File: config.mk
export PLATFORM = sky130hd
export DESIGN_NAME = servo_bus_packet_framer_top
export DESIGN_NICKNAME = d
export VERILOG_FILES = /design/src/hdl/spf_pkg.sv /design/src/hdl/spf_front.sv /design/src/hdl/spf_cmd_queue.sv /design/src/hdl/spf_back.sv /design/src/hdl/servo_bus_packet_framer_top.sv
export SDC_FILE = /design/constraint.sdc
export NUM_CORES = 1
export LEC_CHECK = 0
export ABC_AREA = 1
export BUFFER_PORTS_ARGS = -buffer_cell sky130_fd_sc_hd__buf_4
export CAP_MARGIN = 20
export CORE_UTILIZATION = 55
export CTS_BUF_LIST = sky130_fd_sc_hd__clkbuf_8
export DETAILED_ROUTE_END_ITERATION = 7
export PLACE_DENSITY = 0.83
export SYNTH_ARGS = -nofsm -noshare
export SYNTH_HDL_FRONTEND = slang
export SYNTH_SLANG_ARGS = --single-unit
File: constraint.sdc
create_clock -name clk_i -period 7.2 [get_ports clk_i]
set_clock_uncertainty 0.1 [all_clocks]
set_input_delay 1.8 -clock clk_i [delete_from_list [all_inputs] [get_ports clk_i]]
set_output_delay 1.8 -clock clk_i [all_outputs]
set_load 0.01 [all_outputs]
File: src/hdl/spf_pkg.sv
// Shared types and constants for the servo bus packet framer.
// Used by every module in hdl/; depends on nothing.
package spf_pkg;

  // Largest parameter count; larger counts are clamped to this value.
  localparam int unsigned MaxParams = 16;
  // Width of the parameter count field and the remaining-parameter counter.
  localparam int unsigned CountW = 5;
  // Depth of the command queue between front and back.
  localparam int unsigned QueueDepth = 4;
  localparam int unsigned QueuePtrW = $clog2(QueueDepth);

  // Fixed bytes of the packet.
  localparam logic [7:0] SyncByte = 8'hff;
  localparam logic [7:0] LenOffset = 8'd2;

  // Reset values of the configuration registers.
  localparam logic       GuardEnableReset = 1'b1;
  localparam logic [7:0] GuardLimitReset = 8'd5;

  // Configuration register indexes.
  typedef enum logic [1:0] {
    REG_GUARD_ENABLE = 2'd0,
    REG_GUARD_LIMIT  = 2'd1
  } cfg_reg_e;

  // One input word.
  typedef struct packed {
    logic              first;
    logic [7:0]        servo_id;
    logic [7:0]        instruction;
    logic [CountW-1:0] param_count;
    logic [7:0]        param_byte;
  } in_item_t;

  // One output word.
  typedef struct packed {
    logic [7:0] tx_byte;
    logic       end_of_packet;
    logic       rejected;
  } out_item_t;

  // Command kinds passed from front to back.
  typedef enum logic [1:0] {
    CMD_REJECT = 2'd0,
    CMD_HEADER = 2'd1,
    CMD_PARAM  = 2'd2
  } cmd_kind_e;

  // One command: a group of output bytes the back end emits in order.
  typedef struct packed {
    cmd_kind_e  kind;
    logic [7:0] servo_id;
    logic [7:0] len;
    logic [7:0] instruction;
    logic       has_param;
    logic [7:0] param;
    logic       has_csum;
    logic [7:0] csum;
  } cmd_t;

  // Byte position within a packet, as walked by the back end.
  typedef enum logic [2:0] {
    ST_SYNC0 = 3'd0,
    ST_SYNC1 = 3'd1,
    ST_ID    = 3'd2,
    ST_LEN   = 3'd3,
    ST_INSTR = 3'd4,
    ST_PARAM = 3'd5,
    ST_CSUM  = 3'd6
  } step_e;

  // Queue status seen by the producer and consumer.
  typedef struct packed {
    logic full;
    logic empty;
  } queue_status_t;

endpackage

File: src/hdl/spf_front.sv
// Front end of the servo bus packet framer: configuration, input acceptance,
// packet state and checksum tracking. Depends on spf_pkg.
module spf_front (
  input  logic                    clk_i,
  input  logic                    rst_ni,
  input  logic                    cfg_valid_i,
  output logic                    cfg_ready_o,
  input  logic [1:0]              cfg_index_i,
  input  logic [7:0]              cfg_data_i,
  input  logic                    in_valid_i,
  output logic                    in_ready_o,
  input  spf_pkg::in_item_t       in_data_i,
  input  spf_pkg::queue_status_t  queue_status_i,
  output logic                    push_o,
  output spf_pkg::cmd_t           cmd_o
);

  logic                      guard_enable_q;
  logic [7:0]                guard_limit_q;
  logic [7:0]                running_sum_q, running_sum_d;
  logic [spf_pkg::CountW-1:0] params_left_q, params_left_d;
  logic                      in_packet_q, in_packet_d;
  logic                      dropping_q, dropping_d;

  logic                      in_fire;
  logic [spf_pkg::CountW-1:0] count_sat;
  logic [7:0]                len;
  logic [7:0]                hdr_sum;
  logic [7:0]                param_sum;
  logic [7:0]                base_sum;
  logic [spf_pkg::CountW-1:0] left_after;

  assign cfg_ready_o = 1'b1;
  assign in_ready_o  = !queue_status_i.full;
  assign in_fire     = in_valid_i && in_ready_o;

  // Configuration registers.
  always_ff @(posedge clk_i or negedge rst_ni) begin
    if (!rst_ni) begin
      guard_enable_q <= spf_pkg::GuardEnableReset;
      guard_limit_q  <= spf_pkg::GuardLimitReset;
    end else if (cfg_valid_i) begin
      unique case (cfg_index_i)
        spf_pkg::REG_GUARD_ENABLE: guard_enable_q <= cfg_data_i[0];
        spf_pkg::REG_GUARD_LIMIT:  guard_limit_q  <= cfg_data_i;
        default: ;
      endcase
    end
  end

  // Header arithmetic with the parameter count clamped to the maximum.
  assign count_sat = (in_data_i.param_count > spf_pkg::CountW'(spf_pkg::MaxParams)) ?
                     spf_pkg::CountW'(spf_pkg::MaxParams) : in_data_i.param_count;
  assign len       = 8'(count_sat) + spf_pkg::LenOffset;
  assign hdr_sum   = in_data_i.servo_id + len + in_data_i.instruction;

  // The sum a parameter adds onto: the fresh header sum or the running sum.
  assign base_sum   = in_data_i.first ? hdr_sum : running_sum_q;
  assign param_sum  = base_sum + in_data_i.param_byte;
  assign left_after = (in_data_i.first ? count_sat : params_left_q) - 1'b1;

  // Classify the word, update packet state and build the command.
  always_comb begin
    running_sum_d   = running_sum_q;
    params_left_d   = params_left_q;
    in_packet_d     = in_packet_q;
    dropping_d      = dropping_q;
    push_o          = 1'b0;
    cmd_o           = '0;
    cmd_o.kind      = spf_pkg::CMD_PARAM;
    cmd_o.servo_id  = in_data_i.servo_id;
    cmd_o.len       = len;
    cmd_o.instruction = in_data_i.instruction;
    cmd_o.param     = in_data_i.param_byte;
    cmd_o.csum      = ~param_sum;
    if (in_fire) begin
      if (in_data_i.first) begin
        dropping_d = 1'b0;
        push_o     = 1'b1;
        if (count_sat != '0 && guard_enable_q &&
            in_data_i.param_byte <= guard_limit_q) begin
          // Guard refusal: one rejection word, rest of the packet dropped.
          cmd_o.kind    = spf_pkg::CMD_REJECT;
          running_sum_d = '0;
          params_left_d = left_after;
          in_packet_d   = left_after != '0;
          dropping_d    = left_after != '0;
        end else if (count_sat == '0) begin
          // Header followed directly by the checksum.
          cmd_o.kind    = spf_pkg::CMD_HEADER;
          cmd_o.has_csum = 1'b1;
          cmd_o.csum    = ~hdr_sum;
          running_sum_d = hdr_sum;
          params_left_d = '0;
          in_packet_d   = 1'b0;
        end else begin
          // Header plus first parameter, checksum if it is also the last.
          cmd_o.kind      = spf_pkg::CMD_HEADER;
          cmd_o.has_param = 1'b1;
          cmd_o.has_csum  = left_after == '0;
          running_sum_d   = param_sum;
          params_left_d   = left_after;
          in_packet_d     = left_after != '0;
        end
      end else if (!in_packet_q || params_left_q == '0) begin
        in_packet_d = 1'b0;
        dropping_d  = 1'b0;
      end else if (dropping_q) begin
        // Silently consume a parameter of a refused packet.
        params_left_d = left_after;
        if (left_after == '0) begin
          in_packet_d = 1'b0;
          dropping_d  = 1'b0;
        end
      end else begin
        // Middle or last parameter of an open packet.
        push_o          = 1'b1;
        cmd_o.has_param = 1'b1;
        cmd_o.has_csum  = left_after == '0;
        running_sum_d   = param_sum;
        params_left_d   = left_after;
        in_packet_d     = left_after != '0;
      end
    end
  end

  // Packet state registers.
  always_ff @(posedge clk_i or negedge rst_ni) begin
    if (!rst_ni) begin
      running_sum_q <= '0;
      params_left_q <= '0;
      in_packet_q   <= 1'b0;
      dropping_q    <= 1'b0;
    end else begin
      running_sum_q <= running_sum_d;
      params_left_q <= params_left_d;
      in_packet_q   <= in_packet_d;
      dropping_q    <= dropping_d;
    end
  end

endmodule

File: src/hdl/spf_cmd_queue.sv
// Small command queue between the front and back ends of the framer.
// Depends on spf_pkg for the command type and depth.
module spf_cmd_queue (
  input  logic                    clk_i,
  input  logic                    rst_ni,
  input  logic                    push_i,
  input  spf_pkg::cmd_t           cmd_i,
  input  logic                    pop_i,
  output spf_pkg::cmd_t           head_o,
  output spf_pkg::queue_status_t  status_o
);

  spf_pkg::cmd_t                entries_q [spf_pkg::QueueDepth];
  logic [spf_pkg::QueuePtrW-1:0] wr_ptr_q, rd_ptr_q;
  logic [spf_pkg::QueuePtrW:0]   count_q;

  assign head_o         = entries_q[rd_ptr_q];
  assign status_o.full  = count_q == (spf_pkg::QueuePtrW+1)'(spf_pkg::QueueDepth);
  assign status_o.empty = count_q == '0;

  // Storage; entries carry no reset.
  always_ff @(posedge clk_i) begin
    if (push_i) begin
      entries_q[wr_ptr_q] <= cmd_i;
    end
  end

  // Pointers and fill count.
  always_ff @(posedge clk_i or negedge rst_ni) begin
    if (!rst_ni) begin
      wr_ptr_q <= '0;
      rd_ptr_q <= '0;
      count_q  <= '0;
    end else begin
      if (push_i) begin
        wr_ptr_q <= wr_ptr_q + 1'b1;
      end
      if (pop_i) begin
        rd_ptr_q <= rd_ptr_q + 1'b1;
      end
      if (push_i && !pop_i) begin
        count_q <= count_q + 1'b1;
      end else if (pop_i && !push_i) begin
        count_q <= count_q - 1'b1;
      end
    end
  end

endmodule

File: src/hdl/spf_back.sv
// Back end of the framer: walks each queued command byte by byte into the
// output register. Depends on spf_pkg.
module spf_back (
  input  logic                    clk_i,
  input  logic                    rst_ni,
  input  spf_pkg::cmd_t           head_i,
  input  spf_pkg::queue_status_t  queue_status_i,
  output logic                    pop_o,
  output logic                    out_valid_o,
  input  logic                    out_ready_i,
  output spf_pkg::out_item_t      out_data_o
);

  spf_pkg::step_e     step_q, step_d, cur_step, next_step;
  logic               active_q, active_d;
  logic               out_valid_q, out_valid_d;
  spf_pkg::out_item_t out_q, out_d;
  logic               load;
  logic               last;

  assign out_valid_o = out_valid_q;
  assign out_data_o  = out_q;

  // A word may be produced when the queue has one and the output slot frees.
  assign load = !queue_status_i.empty && (!out_valid_q || out_ready_i);

  // Step of the current command: continue, or start a fresh one.
  always_comb begin
    if (active_q) begin
      cur_step = step_q;
    end else if (head_i.kind == spf_pkg::CMD_PARAM) begin
      cur_step = spf_pkg::ST_PARAM;
    end else begin
      cur_step = spf_pkg::ST_SYNC0;
    end
  end

  // Byte selection, end detection and step sequencing.
  always_comb begin
    out_d     = '0;
    last      = 1'b0;
    next_step = cur_step;
    if (head_i.kind == spf_pkg::CMD_REJECT) begin
      out_d.end_of_packet = 1'b1;
      out_d.rejected      = 1'b1;
      last                = 1'b1;
    end else begin
      unique case (cur_step)
        spf_pkg::ST_SYNC0: begin
          out_d.tx_byte = spf_pkg::SyncByte;
          next_step     = spf_pkg::ST_SYNC1;
        end
        spf_pkg::ST_SYNC1: begin
          out_d.tx_byte = spf_pkg::SyncByte;
          next_step     = spf_pkg::ST_ID;
        end
        spf_pkg::ST_ID: begin
          out_d.tx_byte = head_i.servo_id;
          next_step     = spf_pkg::ST_LEN;
        end
        spf_pkg::ST_LEN: begin
          out_d.tx_byte = head_i.len;
          next_step     = spf_pkg::ST_INSTR;
        end
        spf_pkg::ST_INSTR: begin
          out_d.tx_byte = head_i.instruction;
          next_step     = head_i.has_param ? spf_pkg::ST_PARAM : spf_pkg::ST_CSUM;
        end
        spf_pkg::ST_PARAM: begin
          out_d.tx_byte = head_i.param;
          next_step     = spf_pkg::ST_CSUM;
          last          = !head_i.has_csum;
        end
        spf_pkg::ST_CSUM: begin
          out_d.tx_byte       = head_i.csum;
          out_d.end_of_packet = 1'b1;
          last                = 1'b1;
        end
        default: begin
          last = 1'b1;
        end
      endcase
    end
  end

  // Next state of the sequencer and the output register.
  always_comb begin
    step_d      = step_q;
    active_d    = active_q;
    out_valid_d = out_valid_q && !out_ready_i;
    pop_o       = 1'b0;
    if (load) begin
      out_valid_d = 1'b1;
      if (last) begin
        pop_o    = 1'b1;
        active_d = 1'b0;
      end else begin
        active_d = 1'b1;
        step_d   = next_step;
      end
    end
  end

  always_ff @(posedge clk_i or negedge rst_ni) begin
    if (!rst_ni) begin
      step_q      <= spf_pkg::ST_SYNC0;
      active_q    <= 1'b0;
      out_valid_q <= 1'b0;
    end else begin
      step_q      <= step_d;
      active_q    <= active_d;
      out_valid_q <= out_valid_d;
    end
  end

  // Output payload needs no reset.
  always_ff @(posedge clk_i) begin
    if (load) begin
      out_q <= out_d;
    end
  end

endmodule

File: src/hdl/servo_bus_packet_framer_top.sv
// Top level of the servo bus packet framer: front end, command queue and
// back end. Depends on spf_pkg, spf_front, spf_cmd_queue and spf_back.
//
// Usage: each input word carries one parameter byte; a word with first set
// also carries the servo id, instruction and parameter count and opens a
// packet. The output channel delivers one byte per word: FF FF, id, length,
// instruction, parameters, then the checksum flagged with end_of_packet. A
// packet refused by the address guard gives a single word with rejected and
// end_of_packet set, and its remaining parameter words are swallowed.
// The configuration channel writes the guard enable (index 0) and the guard
// limit (index 1); it is always ready and takes effect on the next word.
// Throughput: one input word per cycle while the four-entry command queue
// has room; the output side drains one byte per cycle while out_ready_i is
// high, so header bursts of up to seven bytes are absorbed by the queue and
// stall input only when it fills. With the queue empty and the output free,
// an accepted word is written into the command queue and its first byte is
// then loaded into the output register, where it can be taken. When the
// receiver stalls, the output word holds and the queue fills, after which
// in_ready_o drops. Reset empties the queue, clears the packet state and
// restores the guard to enabled with limit 5.
module servo_bus_packet_framer_top (
  input  logic                clk_i,
  input  logic                rst_ni,
  input  logic                cfg_valid_i,
  output logic                cfg_ready_o,
  input  logic [1:0]          cfg_index_i,
  input  logic [7:0]          cfg_data_i,
  input  logic                in_valid_i,
  output logic                in_ready_o,
  input  spf_pkg::in_item_t   in_data_i,
  output logic                out_valid_o,
  input  logic                out_ready_i,
  output spf_pkg::out_item_t  out_data_o
);

  logic                   push;
  logic                   pop;
  spf_pkg::cmd_t          cmd;
  spf_pkg::cmd_t          head;
  spf_pkg::queue_status_t queue_status;

  spf_front u_front (
    .clk_i          (clk_i),
    .rst_ni         (rst_ni),
    .cfg_valid_i    (cfg_valid_i),
    .cfg_ready_o    (cfg_ready_o),
    .cfg_index_i    (cfg_index_i),
    .cfg_data_i     (cfg_data_i),
    .in_valid_i     (in_valid_i),
    .in_ready_o     (in_ready_o),
    .in_data_i      (in_data_i),
    .queue_status_i (queue_status),
    .push_o         (push),
    .cmd_o          (cmd)
  );

  spf_cmd_queue u_queue (
    .clk_i    (clk_i),
    .rst_ni   (rst_ni),
    .push_i   (push),
    .cmd_i    (cmd),
    .pop_i    (pop),
    .head_o   (head),
    .status_o (queue_status)
  );

  spf_back u_back (
    .clk_i          (clk_i),
    .rst_ni         (rst_ni),
    .head_i         (head),
    .queue_status_i (queue_status),
    .pop_o          (pop),
    .out_valid_o    (out_valid_o),
    .out_ready_i    (out_ready_i),
    .out_data_o     (out_data_o)
  );

`ifndef ASSERT_OFF
  // The front never writes into a full queue.
  assert property (@(posedge clk_i) disable iff (!rst_ni) push |-> !queue_status.full)
    else $error("command pushed into a full queue");

  // The back never retires a command from an empty queue.
  assert property (@(posedge clk_i) disable iff (!rst_ni) pop |-> !queue_status.empty)
    else $error("command popped from an empty queue");

  // A rejection word is a zero byte that closes the packet.
  assert property (@(posedge clk_i) disable iff (!rst_ni)
    out_valid_o && out_data_o.rejected |->
      out_data_o.end_of_packet && out_data_o.tx_byte == 8'd0)
    else $error("malformed rejection word");
`endif

endmodule

==> impl_results.rst <==
.. list-table::
   :header-rows: 1

   * - Metric
     - Value
   * - Leading cell type by number of instances after synthesis
     - edfxtp_1
   * - Max-slew headroom
     - roughly 40%
   * - Combined area of the multi-input logic cells
     - 3500 µm²
   * - Total negative setup slack
     - 0 ps
   * - CTS tree
     - done
   * - Initial antenna violation count
     - 0
   * - F_max
     - between 150 and 200 MHz
   * - Setup Viol. Count Final
     - 0
   * - Die X-Extent
     - 138 µm
   * - Worst vdd ir
     - 0.205 mV
   * - Primary flip-flop cell chosen by synthesis mapping
     - edfxtp_1
   * - Area of the placeable core
     - 18,100 µm²
   * - Clock share of power
     - 22.2%
   * - Internal power contribution
     - 2.79 mW
   * - Maximum fanout count along the critical path
     - 7
   * - CTS max path bufs
     - 3
   * - Share of layout cells above drive strength 1
     - 14.2%
   * - Number of cells in the finished layout apart from fillers
     - 1,303
   * - Remaining antenna violation count
     - 0
   * - Static Leakage
     - 4.71 nW
   * - Failing checks
     - design-rule violations
   * - Pin count of the biggest net entering global routing
     - 88
   * - Combinational family with the most area after synthesis
     - simple AND/OR/NAND/NOR gates
   * - WHS Path Cells
     - 2
   * - Final Total Pwr
     - 4.59 mW
   * - Ranking of synthesized cells by area
     - edfxtp_1, dfrtp_1, nand2_1
   * - Count of hold buffers inserted by post-cts repair
     - 0
   * - Boundary pin count
     - 58
   * - Number of vias after detailed routing
     - 7,613
   * - Share of power burned in registers
     - 39.2%
   * - Antenna diode instance count
     - 0
   * - Worst setup path class
     - in -> reg
   * - Number of I/O port buffers
     - between 50 and 60
   * - Endpoint required time on the critical path
     - 7380 ps
   * - Number of distinct standard cells referenced by the synthesized netlist
     - 45
   * - Startpoint types
     - input pin
   * - Number of instances in the synthesized netlist
     - 980
   * - Clock latency on the worst-skew pair
     - 530 ps
   * - Remaining Overflow, GRT
     - 0
   * - Synth cell count leaders
     - edfxtp_1, nand2_1, nor2_1, o21ai_0
   * - Final critical delay including setup and external delays
     - 5510 ps
   * - Top cell type's share of synthesized area
     - around 52%
   * - Fill cells
     - 1,338
   * - Setup repair after global routing missed its margin
     - no
   * - Path category of the worst min-delay check
     - reg -> reg
   * - Post-synth design cell area
     - a little over 10,000 µm²
   * - Final Net Count
     - 1,131
   * - Arrival time reported for the critical path endpoint
     - ~5700 ps
   * - Switching portion of total power
     - 39.3%
   * - Max-cap check violation count
     - 0
   * - Resized cells post-CTS
     - 0
   * - Number of warnings printed during yosys synthesis
     - 0
   * - Mux share of post-synthesis cell area
     - 0.208%
   * - Area share of and/or/nand/nor cells after synthesis
     - 17.3%
   * - Status
     - finished, violations left
   * - Detailed Route WL
     - 24,100 µm
   * - Switching power summed over all nets
     - 1.80 mW
   * - Area grow syn2layout
     - 12.9%
   * - Sequential share of the synthesized area
     - 61.2%
   * - TritonCTS Sinks
     - 214
   * - Xor/xnor cell area share of the yosys netlist
     - 1.20%
   * - Compound-cell area share of the yosys netlist
     - 9.80%
   * - Sequential Area
     - 6250 µm²
   * - Post-CTS Repair Setup Buffers
     - 0
   * - Post-Synth Adder-Cell Area
     - 5.32%
   * - Wire length of the first global-routing pass
     - about 37,000 µm
   * - Endpoint kind of the worst setup timing path
     - flop
   * - Placed cell count
     - 1,240
   * - Vias in the first global route
     - 7,033
   * - Starting utilization of the core area
     - 56.5%
   * - Clock Pin Slew Worst Setup and Hold Paths
     - 70 ps
   * - DPL Wire Length
     - approximately 15,000 µm
   * - # DRC
     - 10
   * - Average size of a mapped cell
     - 10.4 µm²
   * - Average wire length per cell after detail routing
     - 18.5 µm
   * - Number of storage elements in the synthesis netlist
     - 214
   * - Routability-driven placement congestion ratio
     - 0.919
   * - Fraction of the core area covered by cells at the end of the flow
     - 63.7%
   * - Number of buffers added by the clock tree synthesis step
     - 35
   * - Drt via density
     - between 5 and 6
   * - EDFF count, synth
     - 178
   * - Final worst path period share
     - roughly three quarters
   * - Dominant cell type by area after synthesis
     - edfxtp_1
   * - H-Tree Depth
     - 2
   * - Total Routing Usage GR
     - 25.4%
   * - Worst hold margin
     - ~390 ps
   * - Number of cells traversed by the worst register-to-register path
     - 16
   * - DRC violation total after the first TritonRoute iteration
     - 1,022
   * - Die ar.
     - 19,100 µm²
   * - Async set-reset flop share out of synthesis
     - 16.8%
   * - Combinational power share
     - 38.6%
   * - Site Rows
     - 49
   * - CTS Root Cell
     - clkbuf_8
   * - P per Cell Area
     - roughly 400 nW/µm²
   * - Slew at the pin closest to its max-slew limit
     - around 890 ps
   * - Max-slew violation count
     - 0
   * - First-pass detailed-route iteration total
     - 8
   * - Final Hold Vio Count
     - 0
   * - Die extent in y
     - 138 µm
## cells by family after synthesis
logic type / after synthesis
AO/OA/AOI/OAI: 182
XOR/XNOR: 14
adder cells (fa/ha/maj): 38
buffers and inverters: 122
flip-flops: 214
multiplexers: 2
other: 2
AND/OR/NAND/NOR: 406
## cell usage in the layout (no fill, tap or decap), types with 4 or more instances in the layout
| master | count |
|---|---|
| nand3_1 | 77 |
| a21oi_1 | 36 |
| nor2_4 | 4 |
| nand4_1 | 10 |
| nand2_2 | 5 |
| inv_2 | 8 |
| a31oi_1 | 4 |
| xor2_1 | 8 |
| ha_1 | 29 |
| xnor2_1 | 6 |
| conb_1 | 6 |
| nor2_1 | 118 |
| o22ai_1 | 34 |
| o21ai_0 | 91 |
| clkbuf_8 | 42 |
| nand3_2 | 4 |
| buf_4 | 64 |
| o21ai_1 | 7 |
| inv_1 | 88 |
| edfxtp_1 | 178 |
| nand2_1 | 173 |
| dfrtp_1 | 32 |
| fa_1 | 9 |
| nand2_4 | 4 |
## power by group through the flow
stage	Sequential, mW	Combinational, mW	Clock, mW
finish	1.80	1.77	1.02
global route	1.82	1.95	1.08
CTS	1.80	1.74	1.03
detailed placement	1.82	1.73	0
global placement	1.81	1.68	0
floorplan	1.83	1.22	0
## area by class of cell
type | instances | area share [%]
Multi-Input combinational cell | 648 | 30.4
Timing Repair Buffer | 64 | 4.17
Inverter | 85 | 2.77
Clock inverter | 21 | 0.933
Sequential cell | 214 | 54.2
Tap cell | 229 | 2.49
Clock buffer | 42 | 5.01
## path summary, 6_finish.rpt
path / start / endpoint / slack [ps]
max: in_data_i[12] / u_queue.entries_q[1][7] / 1690
min reg2reg: u_front.running_sum_q[5] / u_front.running_sum_q[5] / 390
min: u_front.running_sum_q[5] / u_front.running_sum_q[5] / 390
max reg2reg: u_queue.rd_ptr_q[1] / u_queue.count_q[2] / 3640
min in group asynchronous: rst_ni / u_back.out_valid_o / 1150
max in group asynchronous: rst_ni / u_front.guard_limit_q[2] / 5440
## critical path, cell delays in order
cell and delay, ps:
buf_4 120, inv_1 110, nand2_1 170, nor2_1 220
xor2_1 390, fa_1 500, ha_1 390, a21o_1 220
a31oi_1 170, xor2_1 210, o21ai_0 130, ha_1 380
a21oi_1 170, o21ai_0 100, a21oi_1 180, nand3_1 130
nand3_1 110, nand3_1 70, nand2_1 70, inv_1 70
## routing by layer
metal | part of all wire, % | track usage (%) | vias to the layer above
li1 | - | - | 3531
met1 | 38 | 32.1 | 3582
met2 | 49 | 42.8 | 436
met3 | 9.7 | 4.64 | 64
met4 | 3.7 | 11.9 | 0
met5 | 0 | 0 | -
## state kept, by name, indices dropped and copies added (netlist names), 3 cells and up
signal / flops
u_queue.entries_q: 168
u_front.running_sum_q: 8
u_back.step_q: 3
u_queue.count_q: 3
u_back.out_data_o: 10
u_front.guard_limit_q: 8
u_front.params_left_q: 5
## stage by stage
stage | instance area [µm²] | setup WS (ps)
3_3_place_gp | 10800 | 1390
4_1_cts | 11500 | 1770
6_report | 11500 | 1690
2_1_floorplan | 10200 | 1840
5_1_grt | 11500 | 1350
3_5_place_dp | 10800 | 1280
No activity file was read; power rests on OpenSTA's default activity.
